[config.mk]
export PLATFORM = sky130hd
export DESIGN_NAME = priority_ready_queue_scheduler
export DESIGN_NICKNAME = d
export VERILOG_FILES = /design/src/hw/rtl/prq_pkg.sv /design/src/hw/rtl/prq_prio_enc.sv /design/src/hw/rtl/prq_ready_lists.sv /design/src/hw/rtl/priority_ready_queue_scheduler.sv
export SDC_FILE = /design/constraint.sdc
export NUM_CORES = 1
export LEC_CHECK = 0
export BUFFER_PORTS_ARGS = -buffer_cell sky130_fd_sc_hd__buf_2
export CAP_MARGIN = 20
export CORE_ASPECT_RATIO = 0.8
export CORE_MARGIN = 10
export CORE_UTILIZATION = 55
export DETAILED_ROUTE_END_ITERATION = 10
export GPL_TIMING_DRIVEN = 0
export PLACE_DENSITY_LB_ADDON = 0.2
export SLEW_MARGIN = 40
export SYNTH_ARGS = -nofsm -noshare
export SYNTH_HDL_FRONTEND = slang
export SYNTH_SLANG_ARGS = --single-unit
[constraint.sdc]
create_clock -name clk -period 16.25 [get_ports clk]
set_input_delay 2.4375 -clock clk [delete_from_list [all_inputs] [get_ports clk]]
set_output_delay 2.4375 -clock clk [all_outputs]
set_load 0.02 [all_outputs]
[src/hw/rtl/prq_pkg.sv]
// ----------------------------------------------------------------------------
// prq_pkg: shared types and constants of the ready-queue scheduler
// Field widths, operation and status codes, and the structs that pass
// between the request stage, the ready lists and the result stage.
// ----------------------------------------------------------------------------
package prq_pkg;

	// sizes of the task and priority spaces (field widths follow from them)
	localparam int TASK_COUNT      = 32;
	localparam int PRIORITY_LEVELS = 32;
	localparam int TASK_W          = $clog2(TASK_COUNT);
	localparam int PRIO_W          = $clog2(PRIORITY_LEVELS);

	localparam logic [TASK_W-1:0] IDLE_TASK = '0;

	// request operation codes; the fourth code is unused
	typedef enum logic [1:0] {
		OP_ADD      = 2'd0,
		OP_REMOVE   = 2'd1,
		OP_SCHEDULE = 2'd2
	} op_t;

	// result status codes
	typedef enum logic [1:0] {
		ST_OK            = 2'd0,
		ST_IDLE_REMOVE   = 2'd1,
		ST_ALREADY_READY = 2'd2,
		ST_NOT_READY     = 2'd3
	} status_t;

	// one request as held in the input register
	typedef struct packed {
		logic [1:0]        opcode;
		logic [TASK_W-1:0] task_id;
		logic [PRIO_W-1:0] task_priority;
		logic              in_isr;
	} req_t;

	// ready view after a request has been applied to the lists
	typedef struct packed {
		status_t           status;
		logic [TASK_W-1:0] next_task;
		logic [PRIO_W-1:0] highest_priority;
		logic              any_ready;
	} view_t;

	// one result as held in the result register
	typedef struct packed {
		view_t view;
		logic  switch_needed;
	} res_t;

endpackage

[src/hw/rtl/prq_prio_enc.sv]
// ----------------------------------------------------------------------------
// prq_prio_enc: highest set level of the ready bitmap
// Returns the index of the most significant set bit and whether any is set.
// ----------------------------------------------------------------------------
module prq_prio_enc (
	input  logic [prq_pkg::PRIORITY_LEVELS-1:0] bitmap,
	output logic [prq_pkg::PRIO_W-1:0]          level,
	output logic                                any_set
);
	import prq_pkg::*;

	// scan upward, last set bit wins
	always_comb begin
		level = '0;
		for (int i = 0; i < PRIORITY_LEVELS; i++) begin
			if (bitmap[i]) begin
				level = PRIO_W'(i);
			end
		end
		any_set = |bitmap;
	end

endmodule

[src/hw/rtl/prq_ready_lists.sv]
// ----------------------------------------------------------------------------
// prq_ready_lists: per-priority FIFO ready lists and the ready bitmap
// Applies one add or remove per cycle, when fire is high, to the doubly linked
// lists and returns the ready view (status, head of highest level) after it.
// ----------------------------------------------------------------------------
module prq_ready_lists (
	input  logic           clk,
	input  logic           arst_n,
	input  logic           fire,
	input  prq_pkg::req_t  req,
	output prq_pkg::view_t view
);
	import prq_pkg::*;

	// link arrays, written before they are read
	logic [TASK_W-1:0] head_q  [PRIORITY_LEVELS];
	logic [TASK_W-1:0] tail_q  [PRIORITY_LEVELS];
	logic [TASK_W-1:0] next_q  [TASK_COUNT];
	logic [TASK_W-1:0] prev_q  [TASK_COUNT];
	logic [PRIO_W-1:0] prio_q  [TASK_COUNT];

	// per-task and per-level bits
	logic [PRIORITY_LEVELS-1:0] bitmap_q, bitmap_n;
	logic [TASK_COUNT-1:0]      ready_q, ready_n;
	logic [TASK_COUNT-1:0]      is_head_q, is_head_n;
	logic [TASK_COUNT-1:0]      is_tail_q, is_tail_n;

	// single write port per array
	logic              head_we, tail_we, next_we, prev_we, prio_we;
	logic [PRIO_W-1:0] head_wa, tail_wa;
	logic [TASK_W-1:0] next_wa, prev_wa;
	logic [TASK_W-1:0] head_wd, tail_wd, next_wd, prev_wd;
	logic [PRIO_W-1:0] prio_wd;

	// reads at the request's task and level
	logic [TASK_W-1:0] t;
	logic [PRIO_W-1:0] p;
	logic [PRIO_W-1:0] t_prio;
	logic [TASK_W-1:0] t_next, t_prev, p_tail;
	status_t           status;

	logic [PRIO_W-1:0] top_level;
	logic              top_any;

	assign t      = req.task_id;
	assign p      = req.task_priority;
	assign t_prio = prio_q[t];
	assign t_next = next_q[t];
	assign t_prev = prev_q[t];
	assign p_tail = tail_q[p];

	// list update for add and remove
	always_comb begin
		bitmap_n  = bitmap_q;
		ready_n   = ready_q;
		is_head_n = is_head_q;
		is_tail_n = is_tail_q;
		head_we = 1'b0; head_wa = p; head_wd = t;
		tail_we = 1'b0; tail_wa = p; tail_wd = t;
		next_we = 1'b0; next_wa = p_tail; next_wd = t;
		prev_we = 1'b0; prev_wa = t; prev_wd = p_tail;
		prio_we = 1'b0; prio_wd = p;
		status  = ST_OK;
		case (op_t'(req.opcode))
			OP_ADD: begin
				if (ready_q[t]) begin
					status = ST_ALREADY_READY;
				end else if (fire) begin
					prio_we      = 1'b1;
					ready_n[t]   = 1'b1;
					tail_we      = 1'b1;
					is_tail_n[t] = 1'b1;
					if (bitmap_q[p]) begin
						// append behind the current tail
						next_we           = 1'b1;
						prev_we           = 1'b1;
						is_tail_n[p_tail] = 1'b0;
						is_head_n[t]      = 1'b0;
					end else begin
						// first task of this level
						head_we      = 1'b1;
						is_head_n[t] = 1'b1;
						bitmap_n[p]  = 1'b1;
					end
				end
			end
			OP_REMOVE: begin
				if (t == IDLE_TASK) begin
					status = ST_IDLE_REMOVE;
				end else if (!ready_q[t]) begin
					status = ST_NOT_READY;
				end else if (fire) begin
					ready_n[t] = 1'b0;
					if (is_head_q[t] && is_tail_q[t]) begin
						bitmap_n[t_prio] = 1'b0;
					end else if (is_head_q[t]) begin
						head_we           = 1'b1;
						head_wa           = t_prio;
						head_wd           = t_next;
						is_head_n[t_next] = 1'b1;
					end else if (is_tail_q[t]) begin
						tail_we           = 1'b1;
						tail_wa           = t_prio;
						tail_wd           = t_prev;
						is_tail_n[t_prev] = 1'b1;
					end else begin
						// unlink from the middle
						next_we = 1'b1;
						next_wa = t_prev;
						next_wd = t_next;
						prev_we = 1'b1;
						prev_wa = t_next;
						prev_wd = t_prev;
					end
				end
			end
			default: begin
				status = ST_OK;
			end
		endcase
	end

	// control bits
	always_ff @(posedge clk or negedge arst_n) begin
		if (!arst_n) begin
			bitmap_q  <= '0;
			ready_q   <= '0;
			is_head_q <= '0;
			is_tail_q <= '0;
		end else begin
			bitmap_q  <= bitmap_n;
			ready_q   <= ready_n;
			is_head_q <= is_head_n;
			is_tail_q <= is_tail_n;
		end
	end

	// link arrays
	always_ff @(posedge clk) begin
		if (head_we) begin
			head_q[head_wa] <= head_wd;
		end
		if (tail_we) begin
			tail_q[tail_wa] <= tail_wd;
		end
		if (next_we) begin
			next_q[next_wa] <= next_wd;
		end
		if (prev_we) begin
			prev_q[prev_wa] <= prev_wd;
		end
		if (prio_we) begin
			prio_q[t] <= prio_wd;
		end
	end

	// highest level after the update
	prq_prio_enc u_prio_enc (
		.bitmap  (bitmap_n),
		.level   (top_level),
		.any_set (top_any)
	);

	// head of that level, forwarding this cycle's head write
	always_comb begin
		view.status           = status;
		view.highest_priority = top_level;
		view.any_ready        = top_any;
		if (!top_any) begin
			view.next_task = '0;
		end else if (head_we && head_wa == top_level) begin
			view.next_task = head_wd;
		end else begin
			view.next_task = head_q[top_level];
		end
	end

endmodule

[src/hw/rtl/priority_ready_queue_scheduler.sv]
// ----------------------------------------------------------------------------
// priority_ready_queue_scheduler: bitmap priority scheduler, FIFO ready lists
// Add, remove and schedule requests on per-priority ready lists; schedule
// picks the head of the highest ready level and may make it current.
//
//   channel  direction  handshake              payload
//   in       to block   in_valid / in_stall    opcode task_id task_priority in_isr
//   out      from block out_valid / out_stall  status next_task highest_priority
//                                              switch_needed any_ready
//   cfg      to block   cfg_valid / cfg_ready  scheduler_enabled
//
// One request enters per cycle while in_stall is low. Each request passes the
// input register, where the list update is applied, and then the result
// register, from which its result leaves on the out channel.
// Reset clears the ready bitmap, ready bits, current task and enable; the link
// arrays need no clearing pass. A stalled result holds the input register, so
// in_stall rises only when both registers are full.
// ----------------------------------------------------------------------------
module priority_ready_queue_scheduler (
	input  logic                       clk,
	input  logic                       arst_n,
	// request channel
	input  logic                       in_valid,
	output logic                       in_stall,
	input  logic [1:0]                 opcode,
	input  logic [prq_pkg::TASK_W-1:0] task_id,
	input  logic [prq_pkg::PRIO_W-1:0] task_priority,
	input  logic                       in_isr,
	// result channel
	output logic                       out_valid,
	input  logic                       out_stall,
	output logic [1:0]                 status,
	output logic [prq_pkg::TASK_W-1:0] next_task,
	output logic [prq_pkg::PRIO_W-1:0] highest_priority,
	output logic                       switch_needed,
	output logic                       any_ready,
	// configuration
	input  logic                       cfg_valid,
	output logic                       cfg_ready,
	input  logic                       scheduler_enabled
);
	import prq_pkg::*;

	req_t              req_s1;
	logic              vld_s1;
	res_t              res_s2;
	logic              vld_s2;
	logic [TASK_W-1:0] current_task_q;
	logic              sched_en_q;

	logic  advance, fire, accept;
	view_t view;
	logic  is_sched, sw;

	// handshake
	assign advance   = !vld_s2 || !out_stall;
	assign fire      = vld_s1 && advance;
	assign in_stall  = vld_s1 && !advance;
	assign accept    = in_valid && !in_stall;
	assign cfg_ready = 1'b1;

	// input register
	always_ff @(posedge clk or negedge arst_n) begin
		if (!arst_n) begin
			vld_s1 <= 1'b0;
		end else if (accept) begin
			vld_s1 <= 1'b1;
		end else if (fire) begin
			vld_s1 <= 1'b0;
		end
	end

	always_ff @(posedge clk) begin
		if (accept) begin
			req_s1 <= '{opcode: opcode, task_id: task_id,
			            task_priority: task_priority, in_isr: in_isr};
		end
	end

	// list update
	prq_ready_lists u_lists (
		.clk    (clk),
		.arst_n (arst_n),
		.fire   (fire),
		.req    (req_s1),
		.view   (view)
	);

	// switch decision against the task current before this request
	assign is_sched = (op_t'(req_s1.opcode) == OP_SCHEDULE) && view.any_ready;
	assign sw       = is_sched && (view.next_task != current_task_q);

	// current task and enable
	always_ff @(posedge clk or negedge arst_n) begin
		if (!arst_n) begin
			current_task_q <= IDLE_TASK;
			sched_en_q     <= 1'b0;
		end else begin
			if (cfg_valid && cfg_ready) begin
				sched_en_q <= scheduler_enabled;
			end
			if (fire && is_sched && sched_en_q && !req_s1.in_isr) begin
				current_task_q <= view.next_task;
			end
		end
	end

	// result register
	always_ff @(posedge clk or negedge arst_n) begin
		if (!arst_n) begin
			vld_s2 <= 1'b0;
		end else if (fire) begin
			vld_s2 <= 1'b1;
		end else if (!out_stall) begin
			vld_s2 <= 1'b0;
		end
	end

	always_ff @(posedge clk) begin
		if (fire) begin
			res_s2 <= '{view: view, switch_needed: sw};
		end
	end

	assign out_valid        = vld_s2;
	assign status           = res_s2.view.status;
	assign next_task        = res_s2.view.next_task;
	assign highest_priority = res_s2.view.highest_priority;
	assign switch_needed    = res_s2.switch_needed;
	assign any_ready        = res_s2.view.any_ready;

endmodule

==> flow_results.org <==
** Outcome
- Result of the run :: finished clean

** Placement
- Routability-driven placement finished with a final weighted congestion of 0.986.
- HPWL after detailed placement :: 84000 microns
- In this run the tool buffered the top-level ports with 34 buffer cells.
- Before CTS, the worst setup slack after placement is 7.17 ns.

** Power and ir drop
- Combinational logic burns 13.5% of the power.
- Design internal power :: 4260 uW
- Power per unit of standard cell area :: 123 mW/mm^2
- Net switching is 26.2% of the power.
- In this run the power spent charging and discharging nets is 1510 uW.
- Share of power burned in registers :: 49.3%
- Clock power share :: 37.2%
- Design Power :: 5770 uW
- For this design the static power due to leakage is 0.0155 uW.
- Across the VDD grid, the largest voltage drop is 121 uV.

** Yosys
- Share of synthesized area occupied by flip-flops and latches :: 68.1%
- In this run the mean area of a mapped cell was 15.5 sq um.
- Post-synth EDFFs :: 827
- After synthesis, the share of flip-flops with an asynchronous set or reset is 14.0%.
- After synthesis the netlist holds a flip-flop and latch count of 973.
- Ranked by total cell area, the synthesized netlist is headed by sky130_fd_sc_hd__edfxtp_1, sky130_fd_sc_hd__mux4_2, sky130_fd_sc_hd__dfrtp_1.
- Netlist Area Pre-Place :: 0.0418 sq mm
- Synth Flop Type :: sky130_fd_sc_hd__edfxtp_1
- Synthesis produced a netlist whose cell count is 2696.
- Counting distinct cell types in the post-synthesis netlist gives 90.
- The number of nets handed over by synthesis was 2715.
- Yosys warns :: 0
- Yosys top cell by area :: sky130_fd_sc_hd__edfxtp_1
- Top cell type's share of synthesized area :: 59.5%

** Clocking
- Count of instances resized after the clock tree is built :: 0
- After clock tree synthesis, the clock-pin slew on the worst setup and hold paths is 0.06 ns.
- The number of clock buffers added by TritonCTS is 93.
- TritonCTS clock tree :: yes
- The clock tree synthesis step divided the H-tree into 3 levels.
- In this run the post-CTS setup repair buffer count came out at 0.
- The later pin in the worst-skew pair is clocked with a latency of 0.69 ns.
- Longest Clk Path Bufs :: 3
- Number of clock sinks :: 973
- Cts hold-fix bufs :: 0
- In this run the clock root is driven by a sky130_fd_sc_hd__clkbuf_16.

** Floorplan
- For this design the top-level I/O count stands at 36.
- The die covers 0.0874 sq mm.
- Die Span Y :: 266 microns
- Core region area :: 0.0753 sq mm
- Die Wd :: 328 microns
- The initial utilization of the core area, before any placement, comes to 55.4%.
- Cell Rows :: 90

** Layout
- Total Nets Final :: 2879
- Layout-stage area growth over the synthesis result :: 12.8%
- Counting the fill cells in the layout gives 5428.
- In the final layout, the share of cells above drive strength 1 is 19.1%.

** Route
- In the routed design, unresolved DRC markers number 0.
- Routed length per instance :: 30.2 microns
- In this run the remaining antenna-violating nets after routing total 0.
- The routed design has 119000 microns of wire.
- For this run, the detailed router's first-pass iteration total came to 6.
- The detailed router finished its first iteration with 3479 violations.
- Via density :: 6.59
- Summing over every cut layer, the via total after detailed routing is 26100.

** Critical path
- Data arrives at the worst endpoint at 8.97 ns.
- Worst setup path category :: primary input to flip-flop
- STA classifies the critical path endpoint as a flip-flop.
- Worst path required time :: 16.65 ns
- Largest fanout on the critical path :: 17
- Critical Path Source Type :: primary input

** Timing
- Summed over all failing endpoints, the final setup total negative slack is 0 ns.
- Worst Max-Slew Pin Slew :: 0.929 ns
- Number of setup violations in the final report :: 0
- After layout, the worst path uses 52.7% of the clock period.
- Total count of hold-check failures in the final report :: 0
- Between clock sinks in the finished design, the worst skew comes to 0.0411 ns.
- Highest clock frequency the design can meet :: 0.117 GHz
- Across all setup checks in the final design, the least slack found is 7.68 ns.
- The worst pin sits at a relative slew slack of 37.8%.
- Setup repair after global routing left no endpoint under its margin.
- After layout, the minimum clock period comes to 8.57 ns.
- The max-slew violation count came to 0.

** Run
- Max-cap violations in this run came to 0.

** GRT
- Overflow left after global routing :: 0
- The number of antenna violations at the first check in global routing was 1.
- Global routing used 27.3% of the available tracks.
- The first global-routing pass estimated 176000 microns of wire.
- Maximum number of pins on one net before global-route repair :: 60
- Vias in the first global route :: 25800

** Min path
- Classification of the worst-slack hold path :: flip-flop to flip-flop
==> Yosys cell counts (all sizes together) (16+ instances only) <==
cell	count
a22oi	16
o21ai	139
mux2i	166
nor2	271
a21oi	161
a31oi	23
and2	20
nor4	16
edfxtp	827
dfrtp	136
mux4	197
or3	17
o22ai	30
nand3	40
nand2	146
mux2	26
nor2b	24
nand2b	29
clkbuf	95
inv	44
nor3	25
buf	53
==> power by group through the flow <==
stage / sequential (uW) / combinational [uW] / clock, uW
2_1_floorplan: 2890 / 452 / 0
3_3_place_gp: 2910 / 694 / 0
3_5_place_dp: 2900 / 758 / 0
4_1_cts: 2840 / 761 / 2170
5_1_grt: 2850 / 821 / 2270
6_report: 2850 / 778 / 2150
==> metrics by stage <==
step,instance area [sq um],hold WS [ns],std cells,utilization [%]
finish,47100,0.482,3954,62.5
global route,47100,0.497,3954,62.5
CTS,47100,0.479,3953,62.5
detailed placement,44000,0.456,3777,58.5
global placement,43200,0.458,3742,57.3
floorplan,41800,0.439,2696,-
==> state kept, by name (all words and copies together), names as in the netlist, 13 cells and up, named ones only <==
name,count
u_lists.head_q,160
u_lists.tail_q,160
u_lists.next_q,160
u_lists.bitmap_q,32
req_s1,13
u_lists.is_tail_q,32
u_lists.prev_q,160
u_lists.prio_q,160
==> cell families (layout without fill, tap and decap cells) <==
group | Yosys count | after routing | share of synthesized area, %
AO/OA/AOI/OAI | 479 | 479 | 7.00
XOR/XNOR | 7 | 7 | 0.147
buffers and inverters | 194 | 439 | 1.97
flip-flops | 973 | 973 | 68.1
multiplexers | 389 | 389 | 15.3
other | 1 | 2 | 0.00898
AND/OR/NAND/NOR | 653 | 653 | 7.49
==> cell usage in the layout, fill, tap and decap left out, types with 16 or more instances in the layout <==
| master | count |
|---|---|
| sky130_fd_sc_hd__inv_1 | 40 |
| sky130_fd_sc_hd__nor2b_1 | 24 |
| sky130_fd_sc_hd__and2_1 | 17 |
| sky130_fd_sc_hd__mux2_2 | 25 |
| sky130_fd_sc_hd__clkinv_1 | 18 |
| sky130_fd_sc_hd__nor2_1 | 266 |
| sky130_fd_sc_hd__nand2b_1 | 29 |
| sky130_fd_sc_hd__or3_1 | 17 |
| sky130_fd_sc_hd__edfxtp_1 | 827 |
| sky130_fd_sc_hd__buf_2 | 65 |
| sky130_fd_sc_hd__a21oi_1 | 156 |
| sky130_fd_sc_hd__o22ai_1 | 27 |
| sky130_fd_sc_hd__nor3_1 | 16 |
| sky130_fd_sc_hd__clkbuf_1 | 114 |
| sky130_fd_sc_hd__a22oi_1 | 16 |
| sky130_fd_sc_hd__clkbuf_16 | 94 |
| sky130_fd_sc_hd__nand3_1 | 40 |
| sky130_fd_sc_hd__a31oi_1 | 23 |
| sky130_fd_sc_hd__mux2i_1 | 153 |
| sky130_fd_sc_hd__dfrtp_1 | 136 |
| sky130_fd_sc_hd__clkinv_2 | 17 |
| sky130_fd_sc_hd__mux4_2 | 197 |
| sky130_fd_sc_hd__buf_6 | 17 |
| sky130_fd_sc_hd__o21ai_0 | 133 |
| sky130_fd_sc_hd__nand2_1 | 146 |
==> critical path: stages <==
cell and delay, ns:
sky130_fd_sc_hd__buf_2 0.13, sky130_fd_sc_hd__nand2_1 0.10, sky130_fd_sc_hd__nand2_1 0.24, sky130_fd_sc_hd__inv_1 0.63
sky130_fd_sc_hd__nand2_1 0.36, sky130_fd_sc_hd__or4_1 0.65, sky130_fd_sc_hd__o41ai_1 0.56, sky130_fd_sc_hd__nor2b_1 0.24
sky130_fd_sc_hd__a211oi_1 0.11, sky130_fd_sc_hd__o31ai_1 0.27, sky130_fd_sc_hd__o211ai_1 0.24, sky130_fd_sc_hd__a221oi_2 0.83
sky130_fd_sc_hd__xnor2_1 0.23, sky130_fd_sc_hd__nor3_2 0.70, sky130_fd_sc_hd__a221oi_1 0.14, sky130_fd_sc_hd__o21ai_1 0.30
sky130_fd_sc_hd__o21a_1 0.29, sky130_fd_sc_hd__xor2_1 0.09, sky130_fd_sc_hd__a211oi_1 0.23, sky130_fd_sc_hd__a41oi_2 0.15
==> layer usage <==
metal | vias up | wire, microns | GRT usage (%)
met2 | 1616 | 50900 | 38.4
met4 | 0 | 3650 | 8.46
li1 | 10900 | - | -
met1 | 13300 | 50900 | 41.3
met5 | - | 0 | 0
met3 | 231 | 13800 | 7.00
==> layout make-up <==
cell class	count	area [sq um]	share of cell area (%)
antenna	1	2.50	0.00531
buffer	148	683	1.45
clock buffer	123	2480	5.27
clock inverter	53	528	1.12
inverter	46	173	0.367
multi-input combinational	1529	12900	27.3
sequential	973	28400	60.4
tap	1012	1270	2.69
timing repair buffer	69	676	1.43
==> final timing paths <==
path | end | from | depth (start not counted) | slack, ns
max | switch_needed | out_stall | 20 | 7.68
min | flip-flop | flip-flop | 1 | 0.48
max reg2reg | switch_needed | req_s1[8] | 22 | 8.07
min reg2reg | flip-flop | flip-flop | 1 | 0.48
max in group asynchronous | u_lists.is_tail_q[7] | arst_n | 2 | 13.97
min in group asynchronous | asynchronous set/reset pin | arst_n | 1 | 1.62
Power figures use the tool's default switching activity.
